`config.mk`:
```
export PLATFORM = sky130hd
export DESIGN_NAME = alt_ctrl
export DESIGN_NICKNAME = d
export VERILOG_FILES = /design/src/adjacency_list_table_macros.svh /design/src/alt_pkg.sv /design/src/alt_ctrl.sv
export SDC_FILE = /design/constraint.sdc
export NUM_CORES = 1
export LEC_CHECK = 0
export BUFFER_PORTS_ARGS = -buffer_cell sky130_fd_sc_hd__buf_2
export CAP_MARGIN = 20
export CORE_AREA = 2 2 39 41
export CTS_BUF_LIST = sky130_fd_sc_hd__clkbuf_2 sky130_fd_sc_hd__clkbuf_4 sky130_fd_sc_hd__clkbuf_8
export DETAILED_ROUTE_END_ITERATION = 8
export DIE_AREA = 0 0 41 43
export GPL_ROUTABILITY_DRIVEN = 0
export PLACE_DENSITY_LB_ADDON = 0.15
export SKIP_CTS_REPAIR_TIMING = 1
export SLEW_MARGIN = 0
export SYNTH_ARGS = -nofsm -noshare
export SYNTH_HDL_FRONTEND = slang
export SYNTH_SLANG_ARGS = --single-unit
```
`constraint.sdc`:
```
create_clock -name clk -period 2 [get_ports clk]
set_input_delay 0.1 -clock clk [delete_from_list [all_inputs] [get_ports clk]]
set_output_delay 0.1 -clock clk [all_outputs]
set_load 0.005 [all_outputs]
```
`src/adjacency_list_table_macros.svh`:
```
// ----------------------------------------------------------------------------
// adjacency_list_table assertion macros
// Concurrent assertion helpers; define NO_ASSERTIONS to compile them out.
// ----------------------------------------------------------------------------
`ifndef ADJACENCY_LIST_TABLE_MACROS_SVH
`define ADJACENCY_LIST_TABLE_MACROS_SVH

`ifndef NO_ASSERTIONS

// Same-cycle implication
`define ALT_ASSERT_IMP(label, clk, rst_n, ante, cons, msg) \
    label: assert property (@(posedge clk) disable iff (!rst_n) (ante) |-> (cons)) \
        else $error(msg);

// Next-cycle implication
`define ALT_ASSERT_NXT(label, clk, rst_n, ante, cons, msg) \
    label: assert property (@(posedge clk) disable iff (!rst_n) (ante) |=> (cons)) \
        else $error(msg);

`else

`define ALT_ASSERT_IMP(label, clk, rst_n, ante, cons, msg)
`define ALT_ASSERT_NXT(label, clk, rst_n, ante, cons, msg)

`endif

`endif

```
`src/alt_pkg.sv`:
```
`timescale 1ns / 1ps
`default_nettype none
// ----------------------------------------------------------------------------
// alt_pkg
// Shared field widths, request codes, FSM states and the command/status
// structs between the adjacency list controller and datapath.
// ----------------------------------------------------------------------------
package alt_pkg;

    // Fixed field widths
    localparam int REQ_W     = 2;
    localparam int VTX_W     = 8;
    localparam int DEG_OUT_W = 5;
    localparam int EDGE_W    = 13;

    // Request codes
    typedef enum logic [REQ_W-1:0] {
        REQ_ADD    = 2'd0,
        REQ_POP    = 2'd1,
        REQ_REMOVE = 2'd2,
        REQ_CHECK  = 2'd3
    } req_type_t;

    // Controller states
    typedef enum logic [2:0] {
        ST_IDLE,
        ST_LOOKUP,
        ST_DISPATCH,
        ST_POP_WAIT,
        ST_SCAN,
        ST_LAST_RD,
        ST_MOVE,
        ST_RESP
    } alt_state_t;

    // Neighbor store address source: offset added to the vertex base
    typedef enum logic [1:0] {
        ADDR_APPEND,
        ADDR_LAST,
        ADDR_SCAN,
        ADDR_MATCH
    } addr_sel_t;

    // Controller -> datapath
    typedef struct packed {
        logic      load;      // capture request, start degree read
        logic      deg_latch; // take degree read data
        logic      st_rd;     // neighbor store read
        logic      st_wr;     // neighbor store write
        addr_sel_t addr_sel;
        logic      top_upd;   // fold vertex/neighbor into top vertex
        logic      inc;       // degree and edge count up, ok
        logic      dec;       // degree and edge count down, ok
        logic      pop;       // capture removed neighbor
        logic      scan_clr;
        logic      match_set;
        logic      set_ok;
        logic      resp;      // load output register
    } alt_cmd_t;

    // Datapath -> controller
    typedef struct packed {
        req_type_t req;
        logic      v_ok;
        logic      nb_ok;
        logic      deg_zero;
        logic      deg_full;
        logic      scan_more;
        logic      cmp_pend;
        logic      cmp_hit;
        logic      out_free;
    } alt_sts_t;

endpackage
`default_nettype wire

```
`src/alt_ctrl.sv`:
```
`timescale 1ns / 1ps
`default_nettype none
// ----------------------------------------------------------------------------
// alt_ctrl
// Request sequencer: degree lookup, append, pop, slot scan with swap-remove,
// and handoff to the output register.
// ----------------------------------------------------------------------------
module alt_ctrl import alt_pkg::*;
(
    input  wire logic     clk,
    input  wire logic     rst_n,
    input  wire logic     req_valid,
    output logic          req_ready,
    output alt_cmd_t      cmd,
    input  wire alt_sts_t sts
);

    alt_state_t state_reg;
    alt_state_t state_next;
    logic       hit;

    assign hit = sts.cmp_pend && sts.cmp_hit;

    // State register
    always_ff @(posedge clk or negedge rst_n)
    begin
        if (!rst_n)
        begin
            state_reg <= ST_IDLE;
        end
        else
        begin
            state_reg <= state_next;
        end
    end

    // Next state
    always_comb
    begin
        state_next = state_reg;
        unique case (state_reg)
            ST_IDLE:
            begin
                if (req_valid)
                begin
                    state_next = ST_LOOKUP;
                end
            end
            ST_LOOKUP:
            begin
                state_next = ST_DISPATCH;
            end
            ST_DISPATCH:
            begin
                if (!sts.v_ok)
                begin
                    state_next = ST_RESP;
                end
                else
                begin
                    unique case (sts.req)
                        REQ_ADD:
                        begin
                            state_next = ST_RESP;
                        end
                        REQ_POP:
                        begin
                            state_next = sts.deg_zero ? ST_RESP : ST_POP_WAIT;
                        end
                        REQ_REMOVE, REQ_CHECK:
                        begin
                            state_next = sts.deg_zero ? ST_RESP : ST_SCAN;
                        end
                    endcase
                end
            end
            ST_POP_WAIT:
            begin
                state_next = ST_RESP;
            end
            ST_SCAN:
            begin
                priority if (hit)
                begin
                    state_next = (sts.req == REQ_CHECK) ? ST_RESP : ST_LAST_RD;
                end
                else if (sts.scan_more || sts.cmp_pend)
                begin
                    state_next = ST_SCAN;
                end
                else
                begin
                    state_next = ST_RESP;
                end
            end
            ST_LAST_RD:
            begin
                state_next = ST_MOVE;
            end
            ST_MOVE:
            begin
                state_next = ST_RESP;
            end
            ST_RESP:
            begin
                if (sts.out_free)
                begin
                    state_next = ST_IDLE;
                end
            end
        endcase
    end

    // Outputs
    always_comb
    begin
        cmd       = '0;
        req_ready = 1'b0;
        unique case (state_reg)
            ST_IDLE:
            begin
                req_ready = 1'b1;
                cmd.load  = req_valid;
            end
            ST_LOOKUP:
            begin
                cmd.deg_latch = 1'b1;
            end
            ST_DISPATCH:
            begin
                if (sts.v_ok)
                begin
                    unique case (sts.req)
                        REQ_ADD:
                        begin
                            if (sts.nb_ok)
                            begin
                                cmd.top_upd = 1'b1;
                                if (!sts.deg_full)
                                begin
                                    cmd.st_wr    = 1'b1;
                                    cmd.addr_sel = ADDR_APPEND;
                                    cmd.inc      = 1'b1;
                                end
                            end
                        end
                        REQ_POP:
                        begin
                            if (!sts.deg_zero)
                            begin
                                cmd.st_rd    = 1'b1;
                                cmd.addr_sel = ADDR_LAST;
                            end
                        end
                        REQ_REMOVE, REQ_CHECK:
                        begin
                            cmd.scan_clr = 1'b1;
                        end
                    endcase
                end
            end
            ST_POP_WAIT:
            begin
                cmd.pop = 1'b1;
                cmd.dec = 1'b1;
            end
            ST_SCAN:
            begin
                // compare of the previous read wins over issuing the next one
                priority if (hit)
                begin
                    if (sts.req == REQ_CHECK)
                    begin
                        cmd.set_ok = 1'b1;
                    end
                    else
                    begin
                        cmd.match_set = 1'b1;
                    end
                end
                else if (sts.scan_more)
                begin
                    cmd.st_rd    = 1'b1;
                    cmd.addr_sel = ADDR_SCAN;
                end
            end
            ST_LAST_RD:
            begin
                cmd.st_rd    = 1'b1;
                cmd.addr_sel = ADDR_LAST;
            end
            ST_MOVE:
            begin
                cmd.st_wr    = 1'b1;
                cmd.addr_sel = ADDR_MATCH;
                cmd.dec      = 1'b1;
            end
            ST_RESP:
            begin
                cmd.resp = sts.out_free;
            end
        endcase
    end

endmodule
`default_nettype wire

```
==> results.md, run 1 <==
- DRT iter0 DRCs: 1
- Fin crit share: 79.57%
- Vias: 468
- Htree depth: 1
- Slew margin rel.: 70.84%
- Drt via density: 4.727
- Clk_skew: 0.004169 ns
- Sequential element share of the synthesized area: 19.29%
- Starting Density: 28.12%
- CP Data Required Time: 1.90 ns
- Finished Cell Area: 554.3 um^2
- Most common cell in the synthesized netlist: nor2_1
- Area growth syn-to-layout: 42.44%
- DP Area: 514.2 um^2
- Synth Cell Area: 389.1 um^2
- Number of global-route vias before repair: 389
- Crit path cell chain: or3_1 > inv_1 > and2_1 > buf_2
- RSZ-0062 raised after global routing: no
- Top Ports: 28
- Multi-input gate area: 265.3 um^2
- DIE AREA: 1763 um^2
- Largest register FFs: 3
- MaxCap Viol Count: 0
- Startpoint types: flop
- Number of synthesized flops with an enable pin: 0
- DR top layer: met3
- Total gr overflow: 0
- Worst Path Buf+Inv: 2
- Die Ht: 43 um
- Post-Syn Nets: 67
- LEAKAGE: 0.3067 nW
- Synth Flop Type: dfrtp_1
- TritonRoute pass-1 iters: 2
- Clk slew on worst S/H paths: 0.04 ns
- CTS tree: built
- Core area: 1384 um^2
- Syn_area_per_cell: 7.206 um^2
- Largest net degree at the start of global routing: 12
- DP HPWL: 789.3 um
- Worst Hold Class: primary input to flop
- Clock latency at the later pin of the worst-skew pair: 0.23 ns
- WL met1: 441 um
- Delay-heaviest family, CP: simple AND/OR/NAND/NOR gates
- Maximum clock path buffer count: 2
- Nets: 97
- Crit path time final: 1.591 ns
- Mean routed wirelength per cell: 10.13 um
- Met2 wire len: 513 um
- Leading area contributor after synthesis: dfrtp_1
- Yosys top cell area share: 19.29%
- N_diodes: 0
- Total global-route track usage: 13.78%
- Fmax: 0.6284 GHz
- Dominant cells by area after synthesis: dfrtp_1 19%, nor2_1 9.6%, o311ai_4 6.8%
- # DRC: 0
- Commonest cells post-synth: 10 x nor2_1, 5 x inv_1, 5 x nand2_1
- Final setup violation count: 0
- VDD IR-drop max: 0.3255 mV
- Worst Path Arrival: 1.49 ns
- Final Max Tran Viols: 0
- FF+latch count, synth: 3
- Status: finished, final reports clean
- Power per Cell Area: 1226 nW/um^2
- Core Rows: 14
- Slowest CP cell: dfrtp_1
- Yosys warns: 0
- CTS sink count: 3
- Die width: 41 um
- Final setup TNS: 0 ns
- Layout cells sized above 1: 42.17%
- Final Hold Viols: 0
- Slew @ Worst Pin: 0.4374 ns
- Final WL: 1.003 mm
- Post-synth cell types: 26
- Met3 wire len: 47 um
- Register area: 75.07 um^2
- Endpoint class of the critical path: output pin
- Crit Path Max Fanout: 11
- CTS Buf Count: 3
- Post-Syn Instances: 54
- I/O Buffers: 27
- Fillers: 158
- Asr flop ratio synth: 100.0%
- First-pass GRT wire length: 1.600 mm
- Crit Path Class: flop to output pin
- Root buf cell: clkbuf_4
- Initial antenna violation count: 0
- Antenna Nets Post-Route: 0
- Slowest stage delay, CP: 0.53 ns
[where the power goes]
| group | total [mW] | switching, mW | internal, mW | leakage [nW] |
|---|---|---|---|---|
| Sequential | 0.180 | 0.0887 | 0.0913 | 0.0326 |
| Combinational | 0.380 | 0.180 | 0.200 | 0.256 |
| Clock | 0.119 | 0.0310 | 0.0883 | 0.0184 |
| Total | 0.679 | 0.300 | 0.380 | 0.307 |
[worst min-delay path: stages]
cell and delay (ns):
buf_2 0.10, nor2_1 0.10, a31oi_1 0.05
[stage by stage]
step	hold WS (ns)	power, mW	instances	utilization [%]	worst slack (ns)
after detailed placement	-0.1048	0.5672	94	37.16	0.6459
after global placement	-0.1043	0.5633	94	37.16	0.6748
final	0.1565	0.6795	99	40.05	0.4086
after floorplan	-0.1956	0.4699	54	-	0.7589
after CTS	-0.3513	0.6882	98	39.33	0.3996
after global routing	0.1667	0.7664	99	40.05	0.3271
[cell type report]
cell class | instances | area share, %
multi-input cells | 43 | 47.86
repair buffers | 28 | 26.19
flip-flops and latches | 3 | 13.54
clock buffers | 4 | 5.418
well taps | 16 | 3.612
inverters | 5 | 3.386
[cells in the final DEF (no fill, tap or decap), drive strengths merged, types with 2 or more instances in the layout]
master / instances
nand3: 2
clkbuf: 4
and2: 3
buf: 27
inv: 5
nor2b: 2
nor4: 2
o21ai: 3
nor2: 10
a21oi: 3
nand2: 5
dfrtp: 3
[logic make-up after synthesis]
family | Yosys count | share of synthesized area (%)
DFF | 3 | 19.29
xor gates and xnor gates | 1 | 2.251
and+or+nand+nor | 29 | 37.30
buffers and inverters | 8 | 12.54
AOI/OAI and AO/OA | 13 | 28.62
[path summary, 6_finish.rpt]
| check | startpoint | to | slack [ns] | depth (start not counted) |
|---|---|---|---|---|
| min in group asynchronous | rst_n | state_reg[2] | 0.20 | 2 |
| max in group asynchronous | rst_n | state_reg[1] | 1.69 | 2 |
| hold / removal | req_valid | state_reg[0] | 0.16 | 3 |
| hold reg to reg | state_reg[2] | state_reg[2] | 0.74 | 2 |
| setup reg to reg | state_reg[0] | state_reg[1] | 0.68 | 3 |
| setup / recovery | state_reg[1] | cmd[13] | 0.41 | 4 |
[layer usage]
layer | track usage, % | vias up
met5 | 0 | -
met4 | 10.00 | 0
met3 | 1.571 | 0
met2 | 18.75 | 13
met1 | 19.09 | 211
li1 | - | 244
Power figures use the tool's default switching activity.
==> run 2: changes to the inputs <==
ABC_AREA = 1   (was not set)
clock period = 1.35 ns   (was 2 ns; I/O delays follow)
==> run 2 against run 1 <==
The run now ends with negative setup slack left. Clock skew is 0.0013 ns higher. Combinational power is 96% higher. Register-to-register slack worse by 0.55 ns. Highest routed layer unchanged. Clock power is 58% higher. Wire length is 18% higher. Largest power group unchanged. Worst hold slack worse by 0.0064 ns. First-iteration DRC count grew to 3.0 times the previous value. Area after synthesis is 2.3% lower. Critical path type unchanged. Global-route usage is 0.37 points lower. Non-clock buffer count is 7 higher.
==> results.md, run 2 <==
- Status: finished with violations
- Failing checks: negative setup slack
- Final Max Tran Viols: 0
- Finished Cell Area: 651.9 um^2
- Combinational share of power: 64.2%
- N_diodes: 0
- Reg2reg path depth: 5
- Total gr overflow: 0
- Nets: 116
- Fin cells: 118
- Core area: 1384 um^2
- Yosys top cell area share: 19.74%
- Largest net degree at the start of global routing: 11
- PnR worst setup slack: -0.006228 ns
- Endpoint class of the critical path: output pin
- Clock latency at the later pin of the worst-skew pair: 0.24 ns
- Mean routed wirelength per cell: 10.00 um
- Startpoint types: flop
- Yosys warns: 0
- Synth Cell Area: 380.4 um^2
- I/O Buffers: 27
- FF+latch count, synth: 3
- Final setup violation count: 1
- Switching power total: 0.5269 mW
- Crit Path Class: flop to output pin
- Final Hold Viols: 0
- Slowest CP cell: dfrtp_2
- Initial antenna violation count: 0
- Pint: 0.6340 mW
- Fin crit share: 100.5%
- Layout cells sized above 1: 54.90%
- Number of global-route vias before repair: 437
- VDD IR-drop max: 0.7120 mV
- Power per Cell Area: 1781 nW/um^2
- Crit path cell chain: inv_4 > nand3_4 > nor3_4 > nand2_2 > nand2_1 > buf_2
- Dominant cells by area after synthesis: dfrtp_1 20%, nand2_1 16%, nor2_1 9.9%
- Fmax: 0.7373 GHz
- Htree depth: 1
- Vias: 541
- Maximum clock path buffer count: 2
- Syn_area_per_cell: 5.852 um^2
- Place WS: 0.1462 ns
- Flop2flop setup slack: 0.13 ns
- Antenna Nets Post-Route: 0
- Largest register FFs: 3
- Slowest stage delay, CP: 0.43 ns
- Sw Share: 45.39%
- Clk_skew: 0.005502 ns
- Placed cell count: 107
- Final WL: 1.180 mm
- Number of synthesized flops with an enable pin: 0
- Starting Density: 27.49%
- First-pass GRT wire length: 1.614 mm
- Register area: 78.83 um^2
- Commonest non-fill, non-tap cell in the layout: buf_2
- DP Area: 524.3 um^2
- Top Ports: 28
- Sequential share of power: 19.6%
- Worst Hold Class: primary input to async pin
- Multi-input gate area: 279.0 um^2
- Commonest cells post-synth: 16 x nand2_1, 10 x nor2_1, 9 x inv_1
- CTS tree: built
- Crit. path cell count: 6
- MaxCap Viol Count: 0
- Worst Path Buf+Inv: 2
- Fillers: 161
- Area growth syn-to-layout: 71.38%
- DP HPWL: 860.9 um
- Post-Syn Instances: 65
- Crit path time final: 1.356 ns
- DIE AREA: 1763 um^2
- DRT iter0 DRCs: 3
- Synth Flop Type: dfrtp_1
- Crit Reg-Reg Startpoint: state_reg[1]
- Crit Path Max Fanout: 5
- Die Ht: 43 um
- Worst setup endpoint: cmd[10]
- TritonRoute pass-1 iters: 4
- Drt via density: 4.585
- Core Rows: 14
- Clock share of power: 16.2%
- Asr flop ratio synth: 100.0%
- Delay-heaviest family, CP: flip-flops
- Final setup TNS: -0.006228 ns
- RSZ-0062 raised after global routing: yes
- Clk slew on worst S/H paths: 0.04 ns
- Final Total Pwr: 1.161 mW
- Worst Path Arrival: 1.29 ns
- Slew margin rel.: 76.89%
- Sequential element share of the synthesized area: 19.74%
- Die width: 41 um
- LEAKAGE: 0.4148 nW
- Worst r2r dst: state_reg[1]
- Slew @ Worst Pin: 0.3441 ns
- Leading area contributor after synthesis: dfrtp_1
- # DRC: 0
- Post-synth cell types: 18
- Most frequent cells in the layout: 27 x buf_2, 15 x nand2_1, 9 x nor2_1, 9 x inv_1, 7 x buf_4
- CP Data Required Time: 1.28 ns
- Root buf cell: clkbuf_4
- Most common cell in the synthesized netlist: nand2_1
- CTS sink count: 3
- Post-Syn Nets: 78
- Total global-route track usage: 13.41%
- Crit. Startpoint: state_reg[0]
- CTS Buf Count: 3
## run 2: metrics by stage
stage | hold WS, ns | utilization (%)
finish | 0.1502 | 47.11
global route | 0.1826 | 47.11
global placement | -0.1342 | 37.88
detailed placement | -0.1313 | 37.88
CTS | -0.3907 | 40.05
floorplan | -0.2281 | -
## run 2: final cells by class
class | instances | area share [%]
Clock buffer | 4 | 4.607
Inverter | 11 | 7.102
Multi-Input combinational cell | 49 | 42.80
Sequential cell | 3 | 12.09
Tap cell | 16 | 3.071
Timing Repair Buffer | 35 | 30.33
## run 2: logic make-up after synthesis
kind of cell    count (synthesis)  synth area share (%)
simple gates                   45                 58.23
buf+inv                        13                 15.79
compound gates                  4                 6.252
flops                           3                 19.74
## run 2: how the worst min path moves through the flow
stage,endpoint,slack [ns],depth (start not counted)
final,state_reg[1],0.15,2
after global routing,state_reg[0],0.18,2
after CTS,state_reg[0],-0.39,1
after detailed placement,state_reg[0],-0.13,1
after global placement,state_reg[0],-0.13,1
after floorplan,state_reg[0],-0.23,0
## run 2: power by group through the flow
| stage | clock (mW) | sequential [mW] | combinational, mW |
|---|---|---|---|
| floorplan | 0 | 0.164 | 0.450 |
| global placement | 0 | 0.227 | 0.557 |
| detailed placement | 0 | 0.230 | 0.560 |
| CTS | 0.192 | 0.228 | 0.562 |
| global route | 0.199 | 0.235 | 0.835 |
| finish | 0.188 | 0.227 | 0.745 |
## run 2: per-layer routing
metal | share of wire [%] | up-vias | wire length (um) | global-route usage, %
li1 | - | 283 | - | -
met1 | 39 | 236 | 458 | 15.92
met2 | 52 | 22 | 614 | 20.63
met3 | 9.0 | 0 | 106 | 1.571
met4 | 0 | 0 | 0 | 10.00
met5 | 0 | - | 0 | 0
==> run 3: changes to the inputs <==
REMOVE_ABC_BUFFERS = 1   (was not set)
==> run 3 against run 2 <==
The flow still finishes with violations (negative setup slack). Combinational power up 1%. Setup slack got worse by 0.074 ns. Flip-flop and latch count did not move. Power grew 1.7%. Via count decreased by 7.2%. Worst hold slack better by 0.015 ns. Sequential share of layout area about the same. Critical endpoint unchanged. Largest power group unchanged.
==> results.md, run 3 (synthesized netlist as in run 2, its figures left out) <==
- Initial antenna violation count: 0
- Largest register FFs: 3
- Switching power total: 0.5579 mW
- LEAKAGE: 0.4046 nW
- Crit Path Class: flop to output pin
- Crit path time final: 1.431 ns
- Pint: 0.6226 mW
- Fmax: 0.6990 GHz
- Drt via density: 4.365
- Sequential share of power: 20.8%
- Final Total Pwr: 1.181 mW
- Core Rows: 14
- Die width: 41 um
- Vias: 502
- Largest net degree at the start of global routing: 11
- Nets: 113
- Layout cells sized above 1: 54.55%
- Failing checks: negative setup slack
- CTS Buf Count: 3
- First-pass GRT wire length: 1.662 mm
- Final WL: 1.208 mm
- VDD IR-drop max: 0.7019 mV
- Number of global-route vias before repair: 416
- Sw Share: 47.26%
- MaxCap Viol Count: 0
- Slew @ Worst Pin: 0.3740 ns
- N_diodes: 0
- Total global-route track usage: 13.84%
- Final Hold Viols: 0
- TritonRoute pass-1 iters: 2
- Die Ht: 43 um
- Total gr overflow: 0
- Commonest non-fill, non-tap cell in the layout: buf_2
- Power per Cell Area: 1814 nW/um^2
- Clk slew on worst S/H paths: 0.04 ns
- Antenna Nets Post-Route: 0
- Slew margin rel.: 74.88%
- Combinational share of power: 64.1%
- Mean routed wirelength per cell: 10.50 um
- DIE AREA: 1763 um^2
- Final setup violation count: 3
- CTS sink count: 3
- Starting Density: 27.49%
- I/O Buffers: 27
- # DRC: 0
- Worst Hold Class: primary input to flop
- Final setup TNS: -0.1690 ns
- Area growth syn-to-layout: 71.05%
- PnR worst setup slack: -0.08072 ns
- Htree depth: 1
- RSZ-0062 raised after global routing: yes
- Status: finished with violations
- DP HPWL: 899.6 um
- Core area: 1384 um^2
- Clock latency at the later pin of the worst-skew pair: 0.23 ns
- Crit Path Max Fanout: 5
- Endpoint class of the critical path: output pin
- DRT iter0 DRCs: 5
- Top Ports: 28
- Clock share of power: 15.1%
- Maximum clock path buffer count: 2
- Worst Path Arrival: 1.36 ns
- CP Data Required Time: 1.28 ns
- Final Max Tran Viols: 0
- CTS tree: built
- Most frequent cells in the layout: 27 x buf_2, 15 x nand2_1, 9 x nor2_1
- Startpoint types: flop
- Clk_skew: 0.005153 ns
- Root buf cell: clkbuf_4
- Fin crit share: 106.0%
==> run 3: layer usage <==
layer	wire, um	track usage, %	share of wire (%)	up-vias
li1	-	-	-	276
met1	517	16.67	43	208
met2	598	20.94	50	18
met3	93	3.665	7.7	0
met4	0	8.000	0	0
met5	0	0	0	-
==> run 3: per-stage QoR <==
| stage | cells | area [um^2] | utilization [%] | setup WS, ns | hold slack, ns |
|---|---|---|---|---|---|
| 5_1_grt | 115 | 650.6 | 47.02 | -0.1521 | 0.1451 |
| 3_3_place_gp | 107 | 524.3 | 37.88 | 0.1455 | -0.1319 |
| 3_5_place_dp | 107 | 524.3 | 37.88 | 0.1473 | -0.1310 |
| 6_report | 115 | 650.6 | 47.02 | -0.08072 | 0.1649 |
| 2_1_floorplan | 63 | 361.6 | - | 0.2618 | -0.2281 |
| 4_1_cts | 111 | 554.3 | 40.05 | -0.1140 | -0.3861 |
==> run 3: path summary, 6_finish.rpt <==
check / slack [ns] / from / endpoint / cells after the start
max in group asynchronous: 1.05 / rst_n / state_reg[1] / 2
min in group asynchronous: 0.17 / rst_n / state_reg[0] / 2
max reg2reg: 0.14 / state_reg[0] / state_reg[1] / 5
min reg2reg: 0.68 / state_reg[0] / state_reg[2] / 3
max: -0.08 / state_reg[0] / cmd[10] / 6
min: 0.16 / sts[5] / state_reg[2] / 3
==> run 3: cell type report <==
class | instances | area (um^2)
fill | 153 | 733.2
multi-input combinational | 49 | 284.0
timing repair buffer | 32 | 191.4
sequential | 3 | 78.83
inverter | 11 | 46.29
clock buffer | 4 | 30.03
tap | 16 | 20.02
==> run 3: worst max-delay path, stage by stage (launching register included) <==
cell,delay (ns)
dfrtp_2,0.45
inv_4,0.12
nand3_4,0.11
nor3_4,0.19
nand2_1,0.08
nand2_1,0.06
buf_2,0.11
==> run 3: power by group through the flow <==
| stage | logic [mW] | clock network (mW) | registers [mW] |
|---|---|---|---|
| after floorplan | 0.355 | 0 | 0.211 |
| after global placement | 0.563 | 0 | 0.227 |
| after global routing | 0.831 | 0.200 | 0.253 |
| after detailed placement | 0.565 | 0 | 0.225 |
| after CTS | 0.568 | 0.187 | 0.226 |
| final | 0.756 | 0.179 | 0.246 |
